===== config.mk =====
export PLATFORM = sky130hd
export DESIGN_NAME = manual_button_mode_controller_core
export DESIGN_NICKNAME = d
export VERILOG_FILES = /design/src/hw/rtl/mbmc_pkg.sv /design/src/hw/rtl/mbmc_front.sv /design/src/hw/rtl/mbmc_queue.sv /design/src/hw/rtl/mbmc_back.sv /design/src/hw/rtl/manual_button_mode_controller_core.sv
export SDC_FILE = /design/constraint.sdc
export NUM_CORES = 1
export LEC_CHECK = 0
export BUFFER_PORTS_ARGS = -buffer_cell sky130_fd_sc_hd__buf_2
export CORE_UTILIZATION = 40
export DETAILED_ROUTE_END_ITERATION = 16
export GPL_ROUTABILITY_DRIVEN = 0
export GPL_TIMING_DRIVEN = 1
export HOLD_SLACK_MARGIN = 0.05
export PLACE_DENSITY = 0.67
export SLEW_MARGIN = 10
export SYNTH_ARGS = -nofsm -noshare
export SYNTH_HDL_FRONTEND = slang
export SYNTH_SLANG_ARGS = --single-unit

===== constraint.sdc =====
create_clock -name clock -period 17.55 [get_ports clock]
set_input_delay 3.51 -clock clock [delete_from_list [all_inputs] [get_ports clock]]
set_output_delay 3.51 -clock clock [all_outputs]
set_load 0.02 [all_outputs]

===== src/hw/rtl/mbmc_pkg.sv =====
// Shared types, constants and helpers for the manual button mode controller.
// Used by mbmc_front, mbmc_queue, mbmc_back and manual_button_mode_controller_core.
package mbmc_pkg;

   localparam int DIRECTIONS_DEF = 4;
   localparam int QUEUE_DEPTH    = 2;
   localparam int MAX_BEATS      = 3;

   localparam logic [5:0]  FRAME_MANUAL = 6'h2;
   localparam logic [13:0] SECS_PER_MIN = 14'd60;
   localparam logic [13:0] IDLE_MAX     = 14'h3FFF;
   localparam logic [31:0] DIR_LAMPS    = 32'h7;
   localparam logic [7:0]  TIMEOUT_RST  = 8'd5;

   // Register byte addresses
   localparam logic [2:0] ADDR_TIMEOUT = 3'h0;

   typedef enum logic [3:0] {
      ACT_ENTER      = 4'd0,
      ACT_FLASH      = 4'd1,
      ACT_ALL_RED    = 4'd2,
      ACT_STEP       = 4'd3,
      ACT_STAGE      = 4'd4,
      ACT_DIR        = 4'd5,
      ACT_SPECIAL    = 4'd6,
      ACT_AUTO       = 4'd7,
      ACT_STEP_GREEN = 4'd8,
      ACT_STEP_AMBER = 4'd9,
      ACT_DIR_GREEN  = 4'd10,
      ACT_DIR_AMBER  = 4'd11
   } action_type;

   typedef enum logic [7:0] {
      MODE_AUTO    = 8'b0000_0001,
      MODE_MANUAL  = 8'b0000_0010,
      MODE_FLASH   = 8'b0000_0100,
      MODE_RED     = 8'b0000_1000,
      MODE_STEP    = 8'b0001_0000,
      MODE_STAGE   = 8'b0010_0000,
      MODE_DIR     = 8'b0100_0000,
      MODE_SPECIAL = 8'b1000_0000
   } mode_type;

   typedef struct packed {
      action_type  action;
      logic [1:0]  direction_index;
      logic [31:0] pattern;
      logic [1:0]  hold_seconds;
      logic        entered_green;
   } result_type;

   // One run of up to three beats, beat 0 in results[0]
   typedef struct packed {
      logic [1:0]                 count;
      result_type [MAX_BEATS-1:0] results;
   } run_type;

   function automatic result_type mk_result(action_type act, logic [1:0] idx,
                                            logic [31:0] pat, logic [1:0] hold,
                                            logic green);
      result_type r;
      r.action          = act;
      r.direction_index = idx;
      r.pattern         = pat;
      r.hold_seconds    = hold;
      r.entered_green   = green;
      return r;
   endfunction

endpackage


===== src/hw/rtl/mbmc_front.sv =====
// Front end: accepts request beats, keeps the mode state and builds one run per item.
// Depends on mbmc_pkg.
module mbmc_front #(
   parameter int DIRECTIONS = mbmc_pkg::DIRECTIONS_DEF
) (
   input  logic              clock,
   input  logic              reset,
   input  logic              accept,
   input  logic              op,
   input  logic [5:0]        frame_type,
   input  logic [7:0]        button_bits,
   input  logic [31:0]       direction_pattern,
   input  logic              other_owner,
   input  logic              step_has_green,
   input  logic [7:0]        timeout_minutes,
   output logic              push,
   output mbmc_pkg::run_type push_run
);

   localparam int DirW = (DIRECTIONS > 2) ? $clog2(DIRECTIONS) : 1;
   localparam logic [DirW-1:0] DirLast = DirW'(DIRECTIONS - 1);

   mbmc_pkg::mode_type mode_ff, mode_in;
   logic               green_ff, green_in;
   logic [DirW-1:0]    dir_cnt_ff, dir_cnt_in;
   logic [31:0]        last_pat_ff, last_pat_in;
   logic [13:0]        idle_ff, idle_in;

   logic [13:0] idle_inc;
   logic [13:0] limit;
   logic [31:0] idx_ext;
   logic [31:0] dir_pat;
   logic [1:0]  n;
   mbmc_pkg::run_type run;

   assign idle_inc = (idle_ff < mbmc_pkg::IDLE_MAX) ? idle_ff + 14'd1 : idle_ff;
   assign limit    = 14'(timeout_minutes) * mbmc_pkg::SECS_PER_MIN;
   assign idx_ext  = 32'(dir_cnt_ff);
   // Directions beyond the fourth have no byte in the pattern
   assign dir_pat  = (idx_ext < 32'd4) ?
                     (mbmc_pkg::DIR_LAMPS << {idx_ext[1:0], 3'b000}) : 32'd0;

   always_comb begin
      mode_in     = mode_ff;
      green_in    = green_ff;
      dir_cnt_in  = dir_cnt_ff;
      last_pat_in = last_pat_ff;
      idle_in     = idle_ff;
      run         = '0;
      n           = 2'd0;
      if (accept) begin
         if (op) begin
            if (mode_ff != mbmc_pkg::MODE_AUTO) begin
               idle_in = idle_inc;
               if (idle_inc >= limit) begin
                  run.results[n] = mbmc_pkg::mk_result(mbmc_pkg::ACT_AUTO, 2'd0, 32'd0,
                                                       2'd0, 1'b0);
                  n = n + 2'd1;
                  mode_in = mbmc_pkg::MODE_AUTO;
                  idle_in = 14'd0;
               end
            end
         end else if (!other_owner && frame_type == mbmc_pkg::FRAME_MANUAL) begin
            if (!button_bits[0]) begin
               if (mode_ff != mbmc_pkg::MODE_AUTO) begin
                  if (mode_ff == mbmc_pkg::MODE_DIR || mode_ff == mbmc_pkg::MODE_SPECIAL) begin
                     run.results[n] = mbmc_pkg::mk_result(mbmc_pkg::ACT_DIR_GREEN, 2'd0,
                                                          last_pat_ff, 2'd2, 1'b0);
                     n = n + 2'd1;
                     run.results[n] = mbmc_pkg::mk_result(mbmc_pkg::ACT_DIR_AMBER, 2'd0,
                                                          last_pat_ff, 2'd3, 1'b0);
                     n = n + 2'd1;
                  end else if (mode_ff == mbmc_pkg::MODE_STEP) begin
                     run.results[n] = mbmc_pkg::mk_result(mbmc_pkg::ACT_STEP_AMBER, 2'd0,
                                                          32'd0, 2'd2, 1'b0);
                     n = n + 2'd1;
                  end
                  run.results[n] = mbmc_pkg::mk_result(mbmc_pkg::ACT_AUTO, 2'd0, 32'd0,
                                                       2'd0, 1'b0);
                  n = n + 2'd1;
                  mode_in = mbmc_pkg::MODE_AUTO;
                  idle_in = 14'd0;
               end
            end else if (mode_ff == mbmc_pkg::MODE_AUTO) begin
               run.results[n] = mbmc_pkg::mk_result(mbmc_pkg::ACT_ENTER, 2'd0, 32'd0,
                                                    2'd0, step_has_green);
               n = n + 2'd1;
               green_in    = step_has_green;
               last_pat_in = 32'd0;
               mode_in     = mbmc_pkg::MODE_MANUAL;
               idle_in     = 14'd0;
            end else begin
               idle_in = 14'd0;
               if (button_bits[1]) begin
                  if (mode_ff != mbmc_pkg::MODE_FLASH) begin
                     run.results[n] = mbmc_pkg::mk_result(mbmc_pkg::ACT_FLASH, 2'd0, 32'd0,
                                                          2'd0, 1'b0);
                     n = n + 2'd1;
                     mode_in = mbmc_pkg::MODE_FLASH;
                  end
               end else if (button_bits[2]) begin
                  if (mode_ff != mbmc_pkg::MODE_RED) begin
                     run.results[n] = mbmc_pkg::mk_result(mbmc_pkg::ACT_ALL_RED, 2'd0, 32'd0,
                                                          2'd0, 1'b0);
                     n = n + 2'd1;
                     mode_in = mbmc_pkg::MODE_RED;
                  end
               end else if (button_bits[3]) begin
                  if (mode_ff == mbmc_pkg::MODE_MANUAL || mode_ff == mbmc_pkg::MODE_STEP) begin
                     run.results[n] = mbmc_pkg::mk_result(mbmc_pkg::ACT_STEP, 2'd0, 32'd0,
                                                          2'd0, 1'b0);
                     n = n + 2'd1;
                     mode_in = mbmc_pkg::MODE_STEP;
                  end
               end else if (button_bits[4]) begin
                  if (mode_ff == mbmc_pkg::MODE_MANUAL || mode_ff == mbmc_pkg::MODE_STAGE) begin
                     run.results[n] = mbmc_pkg::mk_result(mbmc_pkg::ACT_STAGE, 2'd0, 32'd0,
                                                          2'd0, 1'b0);
                     n = n + 2'd1;
                     mode_in = mbmc_pkg::MODE_STAGE;
                  end
               end else if (button_bits[5] || direction_pattern != 32'd0) begin
                  // Close the green of the running step before switching direction
                  if (mode_ff == mbmc_pkg::MODE_MANUAL && green_ff) begin
                     run.results[n] = mbmc_pkg::mk_result(mbmc_pkg::ACT_STEP_AMBER, 2'd0,
                                                          32'd0, 2'd2, 1'b0);
                     n = n + 2'd1;
                  end else if (mode_ff == mbmc_pkg::MODE_STEP) begin
                     run.results[n] = mbmc_pkg::mk_result(mbmc_pkg::ACT_STEP_GREEN, 2'd0,
                                                          32'd0, 2'd2, 1'b0);
                     n = n + 2'd1;
                     run.results[n] = mbmc_pkg::mk_result(mbmc_pkg::ACT_STEP_AMBER, 2'd0,
                                                          32'd0, 2'd0, 1'b0);
                     n = n + 2'd1;
                  end
                  if (button_bits[5]) begin
                     run.results[n] = mbmc_pkg::mk_result(mbmc_pkg::ACT_DIR, idx_ext[1:0],
                                                          dir_pat, 2'd0, 1'b0);
                     n = n + 2'd1;
                     dir_cnt_in  = (dir_cnt_ff == DirLast) ? '0 : dir_cnt_ff + 1'b1;
                     last_pat_in = dir_pat;
                     mode_in     = mbmc_pkg::MODE_DIR;
                  end else begin
                     run.results[n] = mbmc_pkg::mk_result(mbmc_pkg::ACT_SPECIAL, 2'd0,
                                                          direction_pattern, 2'd0, 1'b0);
                     n = n + 2'd1;
                     last_pat_in = direction_pattern;
                     mode_in     = mbmc_pkg::MODE_SPECIAL;
                  end
               end
            end
         end
      end
      run.count = n;
   end

   assign push     = accept && (n != 2'd0);
   assign push_run = run;

   always_ff @(posedge clock) begin
      if (reset) begin
         mode_ff     <= mbmc_pkg::MODE_AUTO;
         green_ff    <= 1'b0;
         dir_cnt_ff  <= '0;
         last_pat_ff <= 32'd0;
         idle_ff     <= 14'd0;
      end else begin
         mode_ff     <= mode_in;
         green_ff    <= green_in;
         dir_cnt_ff  <= dir_cnt_in;
         last_pat_ff <= last_pat_in;
         idle_ff     <= idle_in;
      end
   end

endmodule


===== src/hw/rtl/mbmc_queue.sv =====
// Short run queue between the front end and the beat sequencer.
// Depends on mbmc_pkg.
module mbmc_queue (
   input  logic              clock,
   input  logic              reset,
   input  logic              push,
   input  mbmc_pkg::run_type push_run,
   output logic              full,
   input  logic              pop,
   output logic              head_valid,
   output mbmc_pkg::run_type head_run
);

   localparam int Depth = mbmc_pkg::QUEUE_DEPTH;
   localparam int PtrW  = (Depth > 1) ? $clog2(Depth) : 1;
   localparam int CntW  = $clog2(Depth + 1);

   mbmc_pkg::run_type slot_ff [Depth];
   logic [PtrW-1:0]   wr_ptr_ff, wr_ptr_in;
   logic [PtrW-1:0]   rd_ptr_ff, rd_ptr_in;
   logic [CntW-1:0]   cnt_ff, cnt_in;

   assign full       = (cnt_ff == CntW'(Depth));
   assign head_valid = (cnt_ff != '0);
   assign head_run   = slot_ff[rd_ptr_ff];

   always_comb begin
      wr_ptr_in = wr_ptr_ff;
      rd_ptr_in = rd_ptr_ff;
      cnt_in    = cnt_ff;
      if (push) begin
         wr_ptr_in = (wr_ptr_ff == PtrW'(Depth - 1)) ? '0 : wr_ptr_ff + 1'b1;
      end
      if (pop) begin
         rd_ptr_in = (rd_ptr_ff == PtrW'(Depth - 1)) ? '0 : rd_ptr_ff + 1'b1;
      end
      if (push && !pop) begin
         cnt_in = cnt_ff + 1'b1;
      end else if (pop && !push) begin
         cnt_in = cnt_ff - 1'b1;
      end
   end

   always_ff @(posedge clock) begin
      if (push) begin
         slot_ff[wr_ptr_ff] <= push_run;
      end
   end

   always_ff @(posedge clock) begin
      if (reset) begin
         wr_ptr_ff <= '0;
         rd_ptr_ff <= '0;
         cnt_ff    <= '0;
      end else begin
         wr_ptr_ff <= wr_ptr_in;
         rd_ptr_ff <= rd_ptr_in;
         cnt_ff    <= cnt_in;
      end
   end

endmodule


===== src/hw/rtl/mbmc_back.sv =====
// Beat sequencer: one head run beat a cycle into the response register, if ready.
// Depends on mbmc_pkg.
module mbmc_back (
   input  logic                 clock,
   input  logic                 reset,
   input  logic                 head_valid,
   input  mbmc_pkg::run_type    head_run,
   output logic                 pop,
   output logic                 out_valid,
   input  logic                 out_ready,
   output mbmc_pkg::result_type out_result,
   output logic                 out_last
);

   logic [1:0]           beat_ff, beat_in;
   logic                 valid_ff, valid_in;
   mbmc_pkg::result_type result_ff;
   logic                 last_ff;
   logic                 load;
   logic                 final_beat;

   assign load       = head_valid && (!valid_ff || out_ready);
   assign final_beat = (beat_ff == head_run.count - 2'd1);
   assign pop        = load && final_beat;

   always_comb begin
      beat_in  = beat_ff;
      valid_in = valid_ff;
      if (load) begin
         valid_in = 1'b1;
         beat_in  = final_beat ? 2'd0 : beat_ff + 2'd1;
      end else if (out_ready) begin
         valid_in = 1'b0;
      end
   end

   always_ff @(posedge clock) begin
      if (load) begin
         result_ff <= head_run.results[beat_ff];
         last_ff   <= final_beat;
      end
   end

   always_ff @(posedge clock) begin
      if (reset) begin
         beat_ff  <= 2'd0;
         valid_ff <= 1'b0;
      end else begin
         beat_ff  <= beat_in;
         valid_ff <= valid_in;
      end
   end

   assign out_valid  = valid_ff;
   assign out_result = result_ff;
   assign out_last   = last_ff;

endmodule


===== src/hw/rtl/manual_button_mode_controller_core.sv =====
// Manual button mode controller top level: stream ports, timeout register, front/queue/back.
// Depends on mbmc_pkg, mbmc_front, mbmc_queue and mbmc_back.
//
// Each request beat is either a remote-button frame or a one-second tick. The front end
// takes a request beat every cycle while the two-entry run queue has room, updates the
// mode state at once and queues the run of zero to three actions the item causes; items
// that cause nothing leave no trace in the queue. The back end sends one response beat
// per cycle from its output register while rsp_tready allows, tlast on the final beat
// of a run; an item with several actions takes one beat per action, so the response
// port sets the sustained rate. An item's first response beat passes through a queue
// slot and then the output register. The idle timeout is timeout_minutes*60 ticks; the
// register sits at byte address 0 and resets to 5. Write it only while no run is pending.
module manual_button_mode_controller_core #(
   parameter int DIRECTIONS = mbmc_pkg::DIRECTIONS_DEF
) (
   input  logic        clock,
   input  logic        reset,
   input  logic        req_tvalid,
   output logic        req_tready,
   input  logic [47:0] req_tdata,  // frame_type, button_bits, direction_pattern,
                                   // other_owner, step_has_green
   input  logic [0:0]  req_tuser,  // op
   output logic        rsp_tvalid,
   input  logic        rsp_tready,
   output logic [39:0] rsp_tdata,  // direction_index, pattern, hold_seconds,
                                   // entered_green, zero pad
   output logic [3:0]  rsp_tuser,  // action
   output logic        rsp_tlast,
   input  logic        csr_psel,
   input  logic        csr_penable,
   input  logic        csr_pwrite,
   input  logic [2:0]  csr_paddr,
   input  logic [31:0] csr_pwdata,
   output logic [31:0] csr_prdata,
   output logic        csr_pready
);

   logic [7:0]           timeout_ff, timeout_in;
   logic                 accept;
   logic                 push;
   mbmc_pkg::run_type    push_run;
   logic                 full;
   logic                 pop;
   logic                 head_valid;
   mbmc_pkg::run_type    head_run;
   mbmc_pkg::result_type out_result;
   logic                 csr_hit;

   assign csr_pready = 1'b1;
   assign csr_hit    = (csr_paddr[2] == mbmc_pkg::ADDR_TIMEOUT[2]);
   assign csr_prdata = csr_hit ? {24'd0, timeout_ff} : 32'd0;

   always_comb begin
      timeout_in = timeout_ff;
      if (csr_psel && csr_penable && csr_pwrite && csr_pready && csr_hit) begin
         timeout_in = csr_pwdata[7:0];
      end
   end

   always_ff @(posedge clock) begin
      if (reset) begin
         timeout_ff <= mbmc_pkg::TIMEOUT_RST;
      end else begin
         timeout_ff <= timeout_in;
      end
   end

   assign req_tready = !full;
   assign accept     = req_tvalid && req_tready;

   mbmc_front #(
      .DIRECTIONS (DIRECTIONS)
   ) u_front (
      .clock             (clock),
      .reset             (reset),
      .accept            (accept),
      .op                (req_tuser[0]),
      .frame_type        (req_tdata[5:0]),
      .button_bits       (req_tdata[13:6]),
      .direction_pattern (req_tdata[45:14]),
      .other_owner       (req_tdata[46]),
      .step_has_green    (req_tdata[47]),
      .timeout_minutes   (timeout_ff),
      .push              (push),
      .push_run          (push_run)
   );

   mbmc_queue u_queue (
      .clock      (clock),
      .reset      (reset),
      .push       (push),
      .push_run   (push_run),
      .full       (full),
      .pop        (pop),
      .head_valid (head_valid),
      .head_run   (head_run)
   );

   mbmc_back u_back (
      .clock      (clock),
      .reset      (reset),
      .head_valid (head_valid),
      .head_run   (head_run),
      .pop        (pop),
      .out_valid  (rsp_tvalid),
      .out_ready  (rsp_tready),
      .out_result (out_result),
      .out_last   (rsp_tlast)
   );

   assign rsp_tuser = out_result.action;
   assign rsp_tdata = {3'b000, out_result.entered_green, out_result.hold_seconds,
                       out_result.pattern, out_result.direction_index};

endmodule


After elaboration in Yosys (flattened, before gate mapping)
Memories as Yosys holds them, arrays and structs flattened. A register that Yosys moved wholly into a read port is not among the register bits.
Index checks and enable logic that the tools add are counted.
{ "totals": {"register_bits": 114, "ram_bits": 250, "inputBits": 91, "output_inout_bits": 80, "word_cells": 257, "mem_count": 1} }
{ "memory_table": {"columns": ["memory", "depth", "word_bits", "rd", "rd_clocked_by_memory_dff", "wr", "line_no", "text"], "rows": [
  ["u_queue.slot_ff", 2, 125, 1, 1, 1, "mbmc_queue.sv:18", "mbmc_pkg::run_type slot_ff [Depth];"]
]} }
{ "classes": {"n_addsub": 10, "n_mul": 1, "magnitude_cmp": 8, "eq_ne": 24, "n_shift": 1, "muxes": 149, "bitwise_logic": 10, "n_reduce_logical": 36} }
{ "ops": {"columns": ["cell", "n"], "rows": [
  ["two-way mux 41 bit", 45],
  ["two-way mux 123 bit", 6],
  ["two-way mux 82 bit", 7],
  ["two-way mux 32 bit", 8],
  ["bitwise mux 123 bit", 2],
  ["demux 41 bit (select 2 bit)", 2],
  ["two-way mux 8 bit", 18],
  ["AND 76 x 114 -> 114 bit", 1],
  ["inverter 114 bit", 1],
  ["two-way mux 14 bit", 7],
  ["binary-select mux 41 bit (select 2 bit)", 1],
  ["two-way mux 40 bit", 2],
  ["two-way mux 39 bit", 2],
  ["two-way mux 2 bit", 34],
  ["two-way mux 38 bit", 1],
  ["nonzero test 32 bit", 1],
  ["<< shifter 3 x 5 -> 32 bit (first input constant)", 1],
  ["inequality test 8 x 1 -> 1 bit (second input constant)", 2],
  ["adder 14 x 1 -> 14 bit (second input constant)", 1],
  [">= comparator 14 bit", 1],
  ["< comparator 14 bit (second input constant)", 1],
  ["two-way mux 1 bit", 14],
  ["nonzero test 2 bit", 7],
  ["logical AND 1 bit", 13],
  ["31 further kinds", 61]
]} }

Depth between registers and ports, before layout
Gate-level depths: netlist of run 1.
{ "depth": {"word_depth": 30, "ltp_mapped": 25, "ltp_nobuf": 23} }

Modules after synthesis
Synthesis of run 1 repeated with hierarchy kept, for this count alone.
{ "hier_totals": {"cells_unflattened": 1480, "area_unflattened_um2": 17828.3} }
{ "modules_own_cells": {"columns": ["mod", "instances", "cells_each", "area_per_inst_um2", "seq_area_each_um2"], "rows": [
  ["mbmc_queue", 1, 411, 9424.0, 7607.3],
  ["mbmc_front", 1, 790, 5431.5, 1141.1],
  ["mbmc_back", 1, 204, 2319.7, 1321.3],
  ["manual_button_mode_controller_core", 1, 75, 653.1, 160.2]
]} }

Worst setup path after synthesis of run 1
No wires, ideal clock.
{ "synth_timing": {"path_type": "input-to-reg", "startpoint": "input port req_tdata[2]", "endpoint": "memory u_queue.slot_ff[0][0] in the netlist's numbering (enable)", "setup_ns": 0.609, "arrival_time_ns": 10.432, "required_time_ns": 16.941, "slack_ns": 6.509, "stages": 7, "path_buffers": 0, "path_cell_list": "or4_1 -> or3_1 -> nor3_1 -> nand2_1 -> nor2_1 -> or2_4 -> nor2b_1"} }
{ "synth_between": {"elab_chain_cells": 9} }
{ "synth_lines": {"columns": ["element", "line_no", "text"], "rows": [
  ["start: declaration", "manual_button_mode_controller_core.sv:20", "input logic [47:0] req_tdata,"],
  ["== test 6 x 2 -> 1 bit", "mbmc_front.sv:63", "end else if (!other_owner && frame_type == mbmc_pkg::FRAME_MANUAL) begin"],
  ["logical AND 1 bit", "mbmc_front.sv:63", null],
  ["two-way mux 2 bit", "mbmc_front.sv:63", null],
  ["two-way mux 2 bit", "mbmc_front.sv:52", "if (op) begin"],
  ["two-way mux 2 bit", "mbmc_front.sv:51", "if (accept) begin"],
  ["nonzero test 2 bit", "mbmc_front.sv:157", "assign push = accept && (n != 2'd0);"],
  ["logical AND 1 bit", "mbmc_front.sv:157", null],
  ["two-way mux 1 bit", "mbmc_queue.sv:45", "if (push) begin"],
  ["two-way mux 1 bit (implied by the code)", "mbmc_queue.sv:46", "slot_ff[wr_ptr_ff] <= push_run;"],
  ["end: declaration", "mbmc_queue.sv:18", null]
]} }
No other way between the ends.

Worst setup path after layout of run 1
{ "layout_timing": {"startpoint": "input port csr_paddr[2]", "endpoint": "output port csr_prdata[0]"} }
{ "layout_between": {"elab_chain_cells": 1} }
{ "layout_lines": {"columns": ["element", "line_no", "text"], "rows": [
  ["start: declaration", "manual_button_mode_controller_core.sv:32", "input logic [2:0] csr_paddr,"],
  ["two-way mux 8 bit", "manual_button_mode_controller_core.sv:51", "assign csr_prdata = csr_hit ? {24'd0, timeout_ff} : 32'd0;"],
  ["end: declaration", "manual_button_mode_controller_core.sv:34", "output logic [31:0] csr_prdata,"]
]} }
No other way between the ends.

==> results of run 1 <==
-- state kept, by name (all words and copies together), names as in the netlist, 2 cells and up, named ones only --
signal / flops
u_front.last_pat_ff: 32
u_queue.cnt_ff: 2
u_queue.slot_ff: 234
u_front.idle_ff: 14
u_front.dir_cnt_ff: 2
u_back.out_result: 41
u_back.beat_ff: 2
u_front.mode_ff: 8
timeout_ff: 8
-- where the power goes --
| part | total [mW] | internal (mW) | switching [mW] |
|---|---|---|---|
| Clock | 0.739 | 0.424 | 0.315 |
| Combinational | 0.127 | 0.0434 | 0.0832 |
| Sequential | 0.910 | 0.903 | 0.00615 |
-- stage by stage --
stage	hold WS, ns	instances	area (µm²)
after floorplan	0.437	1431	16600
after global placement	0.442	1977	17400
after detailed placement	0.448	1977	17400
after CTS	0.456	2044	18600
after global routing	0.466	2049	18600
final	0.456	2049	18600
-- final timing paths --
path	slack, ns	start	cells after the start	end
min reg2reg	0.46	u_front.last_pat_ff[18]$_SDFFE_PP0P_	2	u_front.last_pat_ff[18]$_SDFFE_PP0P_
min	0.46	u_front.last_pat_ff[18]$_SDFFE_PP0P_	2	u_front.last_pat_ff[18]$_SDFFE_PP0P_
max	10.08	csr_paddr[2]	3	csr_prdata[0]
max reg2reg	10.48	timeout_ff[0]$_SDFFE_PP1P_	20	u_queue.slot_ff[0][92]$_DFFE_PP_
-- synth_stat cells, types with 6 or more instances --
library cell | number | area (µm²)
a211oi_1 | 6 | 45.0
a21o_1 | 6 | 45.0
a21oi_1 | 173 | 866
a22oi_1 | 7 | 52.6
and2_1 | 8 | 50.1
buf_1 | 9 | 33.8
buf_4 | 28 | 210
clkbuf_1 | 70 | 263
dfxtp_1 | 73 | 1460
edfxtp_1 | 276 | 8290
fa_1 | 13 | 260
ha_1 | 33 | 413
inv_1 | 75 | 282
mux2i_1 | 52 | 521
mux4_2 | 37 | 833
nand2_1 | 162 | 608
nand2b_1 | 7 | 43.8
nand3_1 | 68 | 340
nand4_1 | 14 | 87.6
nor2_1 | 72 | 270
nor2b_1 | 21 | 131
nor3_1 | 15 | 75.1
nor4_1 | 18 | 113
o21ai_0 | 14 | 70.1
o22ai_1 | 38 | 238
or3_1 | 7 | 43.8
xnor2_1 | 11 | 96.3
xor2_1 | 11 | 96.3
-- layer usage --
metal  GRT usage (%)  vias up
met5               0        -
met4            7.41        0
met3            2.67       57
met2            30.5      434
met1            24.5     5565
li1                -     5263
-- kinds of logic after synthesis --
family	Yosys count	synth area share (%)
buf+inv	189	5.07
other cells	2	0.0456
xor+xnor	22	1.17
simple gates	429	12.6
fa+ha+maj	46	4.08
mux	91	8.35
compound gates	277	9.52
flops	349	59.1
-- cell type report --
type	count	share of cell area [%]
Sequential cell	349	52.5
Multi-Input combinational cell	893	32.5
Clock buffer	51	5.49
Timing Repair Buffer	128	3.64
Tap cell	532	3.58
Inverter	75	1.52
Clock inverter	16	0.647
Antenna cell	5	0.0674
-- cells in the final DEF (no fill, tap or decap), drive strengths merged, types with 28 or more instances in the layout --
cell type | netlist | final
nand2 | 162 | 162
edfxtp | 276 | 276
mux2i | 52 | 52
a21oi | 173 | 173
dfxtp | 73 | 73
buf | 44 | 128
clkbuf | 70 | 51
o22ai | 38 | 38
mux4 | 37 | 37
inv | 75 | 76
nor2 | 72 | 72
nand3 | 68 | 68
ha | 33 | 33
conb | 2 | 28
-- worst max-delay path: stages --
cell     delay (ns)
buf_2          0.15
nor2b_1        0.13
buf_2          0.17
==> qor.csv, run 1 <==
metric,value,unit
drv_slew,0,
setup_ws,10.08,ns
placementRows,74,
cts_setup_buffers,0,
cts_resized,0,
final_nets,1621,
period_needed,7.47,ns
finClkSkew,0.0167,ns
max_clock_freq,0.134,GHz
cp_max_fo,10,
yosys_warnings,0,
worst_slew_pin_slew,1.09,ns
ios,171,
core_area,40700,µm²
root_buffer,clkbuf_16,
hold_buffers,0,
relSlewSlack,27.1,%
cts_tree,done,
global_route.overflow_total,0,
drt-vias-per-instance,5.52,
fin_util,45.6,%
yosys_register_bits,349,
max_cap_viol_count,0,
required,14.04,ns
routed.top_layer,met4,
power,1.77,mW
start_util,40.5,%
ant_nets,0,
grt_pass1_vias,10900,
grt_util_all_layers,18.5,%
clock-sinks,349,
area_growth,12.7,%
nFillCells,3674,
p_per_area,95.6,nW/µm²
die_area,42000,µm²
num_vias,11300,
netlist_area,16500,µm²
yosysUniqueCellTypes,65,
hold_viol,0,
ir_drop,0.0724,mV
grt_setup_unrepaired,no,
drt-total-wl,39.1,mm
drive_gt1_share,15.6,%
grt_start_max_net_pins,81,
clkLatencyLatePin,0.54,ns
multi_input_area,6040,µm²
wl_met3,2.48,mm
die_x,205,µm
seq_area,9760,µm²
numPortBuffers,114,
clock_path_buffers,3,
wl_met2,19.4,mm
leakagePower,6.04,nW
grt_pass1_wl,60.4,mm
syn_area_per_cell,11.7,µm²
pre_cts_ws,9.55,ns
hp-class,reg2reg,
die_h,205,µm
drc,0,
fin_setup_tns,0,ns
ys_async_sr_fraction,0,%
wl_met1,16.2,mm
numCtsBuffers,37,
synth_edf_count,276,
htree_levels,2,
fin_crit_sh,42.6,%
crit_type,in2out,
yosys_most_used_dff,edfxtp_1,
drtIter0Drc,965,
arrival,3.96,ns
antenna_found_initial,5,
clkTransAtPathRegs,0.06,ns
drt-pass1-iter-count,5,
finalSetupViolations,0,
dpl.hpwl,23.7,mm
status,finished clean,
end_kind,primary output,
synth_cells,1405,
startpoint_type,input pin,
post_drt_wl_per_cell,19.1,µm
ys_seq_area_share,59.1,%
No activity file was read; power rests on OpenSTA's default activity.
==> run 2: changes to the inputs <==
--- a/config.mk
+++ b/config.mk
@@ -5,6 +5,7 @@
 export SDC_FILE = /design/constraint.sdc
 export NUM_CORES = 1
 export LEC_CHECK = 0
+export ABC_AREA = 1
 export BUFFER_PORTS_ARGS = -buffer_cell sky130_fd_sc_hd__buf_2
 export CORE_UTILIZATION = 40
 export DETAILED_ROUTE_END_ITERATION = 16
==> constraint.sdc (replaced) <==
create_clock -name clock -period 7.26 [get_ports clock]
set_input_delay 1.452 -clock clock [delete_from_list [all_inputs] [get_ports clock]]
set_output_delay 1.452 -clock clock [all_outputs]
set_load 0.02 [all_outputs]
==> run 2 against run 1 <==
Clock power grew to 2.5 times the previous value. Clock-buffer cell count up 3. Final area up 2.6%. Die area is 2.9% higher. Core utilization about the same. Non-clock buffer count stayed put. Via count rose by 15%. Power rose by 140%. Highest routed layer is now met5.
==> qor.csv, run 2 <==
metric,value,unit
n_antenna_cell,0,
stdcell_count,2474,
hold_buffers,0,
final_common_cell,nor2_1,
crit_type,reg2reg,
ys_async_sr_fraction,0,%
synthTopCellsByArea,"edfxtp_1 49%, dfxtp_1 8.6%, nor2_1 7.7%, o21ai_0 6.6%, nand2_1 6.4%",
netlist_area,17000,µm²
fin_setup_tns,0,ns
fin_util,45.5,%
cp_max_fo,25,
relSlewSlack,20.6,%
yosys.area.top_type_share,48.8,%
die_h,208,µm
yosys_register_bits,349,
synth_most_common_cell,nor2_1,
grt_pass1_vias,12400,
leakagePower,7.87,nW
drtIter0Drc,1213,
grt_pass1_wl,66.2,mm
yosys_most_used_dff,edfxtp_1,
numPortBuffers,114,
yosys_warnings,0,
worst_slew_pin_slew,1.19,ns
cts_tree,done,
grt_start_max_net_pins,89,
fin_crit_sh,80.0,%
final_cell_area,19100,µm²
ios,171,
ant_nets,0,
required,7.46,ns
crit_slowest_cell,nor2_4,
max_cap_viol_count,0,
slowest_delay,0.72,ns
grt_util_all_layers,19.4,%
place_area,17900,µm²
placementRows,75,
hold_viol,0,
synth.largest_area_cell,edfxtp_1,
synth_commonest_cells,"346 x nor2_1, 291 x nand2_1, 276 x edfxtp_1, 225 x o21ai_0, 165 x inv_1",
synth_edf_count,276,
clock-sinks,349,
clkTransAtPathRegs,0.06,ns
path_buf_inv,3,
die_x,208,µm
largest_reg_flops,234,
clock_path_buffers,3,
max_clock_freq,0.172,GHz
antenna_found_initial,1,
drt-total-wl,42.5,mm
crit_top_cell,nand2_1,
cts_setup_buffers,0,
drv_slew,0,
synth_cells,1825,
syn_area_per_cell,9.30,µm²
yosysUniqueCellTypes,46,
finalSetupViolations,0,
cts_resized,0,
global_route.overflow_total,0,
drive_gt1_share,11.7,%
finClkSkew,0.0139,ns
num_vias,13100,
drt-pass1-iter-count,6,
power,4.20,mW
post_drt_wl_per_cell,17.2,µm
numCtsBuffers,39,
critical-path-top-delay-family,simple AND/OR/NAND/NOR gates,
status,finished clean,
htree_levels,2,
startpoint_type,flip-flop,
drc,0,
root_buffer,clkbuf_16,
ir_drop,0.146,mV
end_kind,flip-flop,
grt_setup_unrepaired,no,
start_util,40.6,%
arrival,6.00,ns
clkLatencyLatePin,0.53,ns
drt-vias-per-instance,5.28,
area_growth,12.3,%
core_area,41900,µm²
p_per_area,220,nW/µm²
period_needed,5.81,ns
largest-register,u_queue.slot_ff,
dpl.hpwl,25.4,mm
placedCellCount,2404,
hp-class,reg2reg,
final_nets,2043,
final_cell_mix,"344 x nor2_1, 290 x nand2_1, 276 x edfxtp_1, 225 x o21ai_0, 163 x inv_1",
die_area,43300,µm²
ys_seq_area_share,57.4,%
-- run 2: cell types whose count changed after synthesis, sizes merged, moves of 23 or more --
cell,previous run,this run
inv,75,172
clkbuf,70,47
nor2,72,361
mux2i,52,1
o211ai,5,39
mux4,37,0
o21ai,17,238
buf,44,67
a21oi,173,54
nand2,162,296
-- run 2: power breakdown --
| group | total [mW] | switching [mW] | internal, mW |
|---|---|---|---|
| sequential | 2.13 | 0.00275 | 2.13 |
| combinational | 0.196 | 0.135 | 0.0614 |
| clock | 1.87 | 0.776 | 1.10 |
| total | 4.20 | 0.913 | 3.29 |
-- run 2: worst paths after layout --
kind | from | end | slack, ns | cells past startpoint
worst min register to register | u_front.last_pat_ff[29]$_SDFFE_PP0P_ | u_front.last_pat_ff[29]$_SDFFE_PP0P_ | 0.47 | 2
worst max-delay path | timeout_ff[3]$_SDFFE_PP0P_ | u_queue.slot_ff[0][104]$_DFFE_PP_ | 1.45 | 27
worst min-delay path | u_front.last_pat_ff[29]$_SDFFE_PP0P_ | u_front.last_pat_ff[29]$_SDFFE_PP0P_ | 0.47 | 2
worst max register to register | timeout_ff[3]$_SDFFE_PP0P_ | u_queue.slot_ff[0][104]$_DFFE_PP_ | 1.45 | 27
-- run 2: cells by family after synthesis --
group	synth area share [%]
AO/OA/AOI/OAI	12.3
XOR/XNOR	0.722
adder cells (fa/ha/maj)	3.97
buffers and inverters	7.54
flip-flops	57.4
multiplexers	0.0590
other	0.0442
AND/OR/NAND/NOR	18.0
-- run 2: worst reg2reg max path, stage by stage, from the launching register on --
cell and delay (ns):
dfxtp_1 0.42, inv_1 0.16, fa_1 0.47, fa_1 0.49, inv_1 0.04, ha_1 0.33
a21oi_1 0.21, nand2_1 0.11, nand2_1 0.07, nand2_1 0.05, nand2_1 0.07, nand2_1 0.05
nand2_1 0.08, nand2_1 0.07, a21oi_1 0.16, xor2_1 0.09, ha_1 0.30, nand2_1 0.05
nor2_1 0.21, nand3b_1 0.11, nor2_1 0.17, nand3_1 0.10, nor2_1 0.12, nor2_2 0.07
nor2_4 0.19, nand2_1 0.14, nor2_4 0.72, buf_4 0.43
-- run 2: through the flow --
stage / hold slack, ns / setup slack [ns]
2_1_floorplan: 0.432 / 0.710
3_3_place_gp: 0.449 / 1.51
3_5_place_dp: 0.459 / 1.45
4_1_cts: 0.470 / 1.43
5_1_grt: 0.486 / 0.884
6_report: 0.469 / 1.45
-- run 2: final cells by class --
| cell class | instances | area (µm²) |
|---|---|---|
| fill | 3958 | 22800 |
| sequential | 349 | 9750 |
| multi-input combinational | 1215 | 6070 |
| clock buffer | 54 | 1060 |
| timing repair buffer | 128 | 713 |
| tap | 539 | 674 |
| inverter | 173 | 656 |
| clock inverter | 16 | 135 |
-- run 2: layer usage --
metal	GRT usage, %	vias to the layer above	routed length (µm)
li1	-	6261	-
met1	25.5	6152	17600
met2	32.2	545	20300
met3	3.52	92	3310
met4	7.08	2	1360
met5	0	-	10
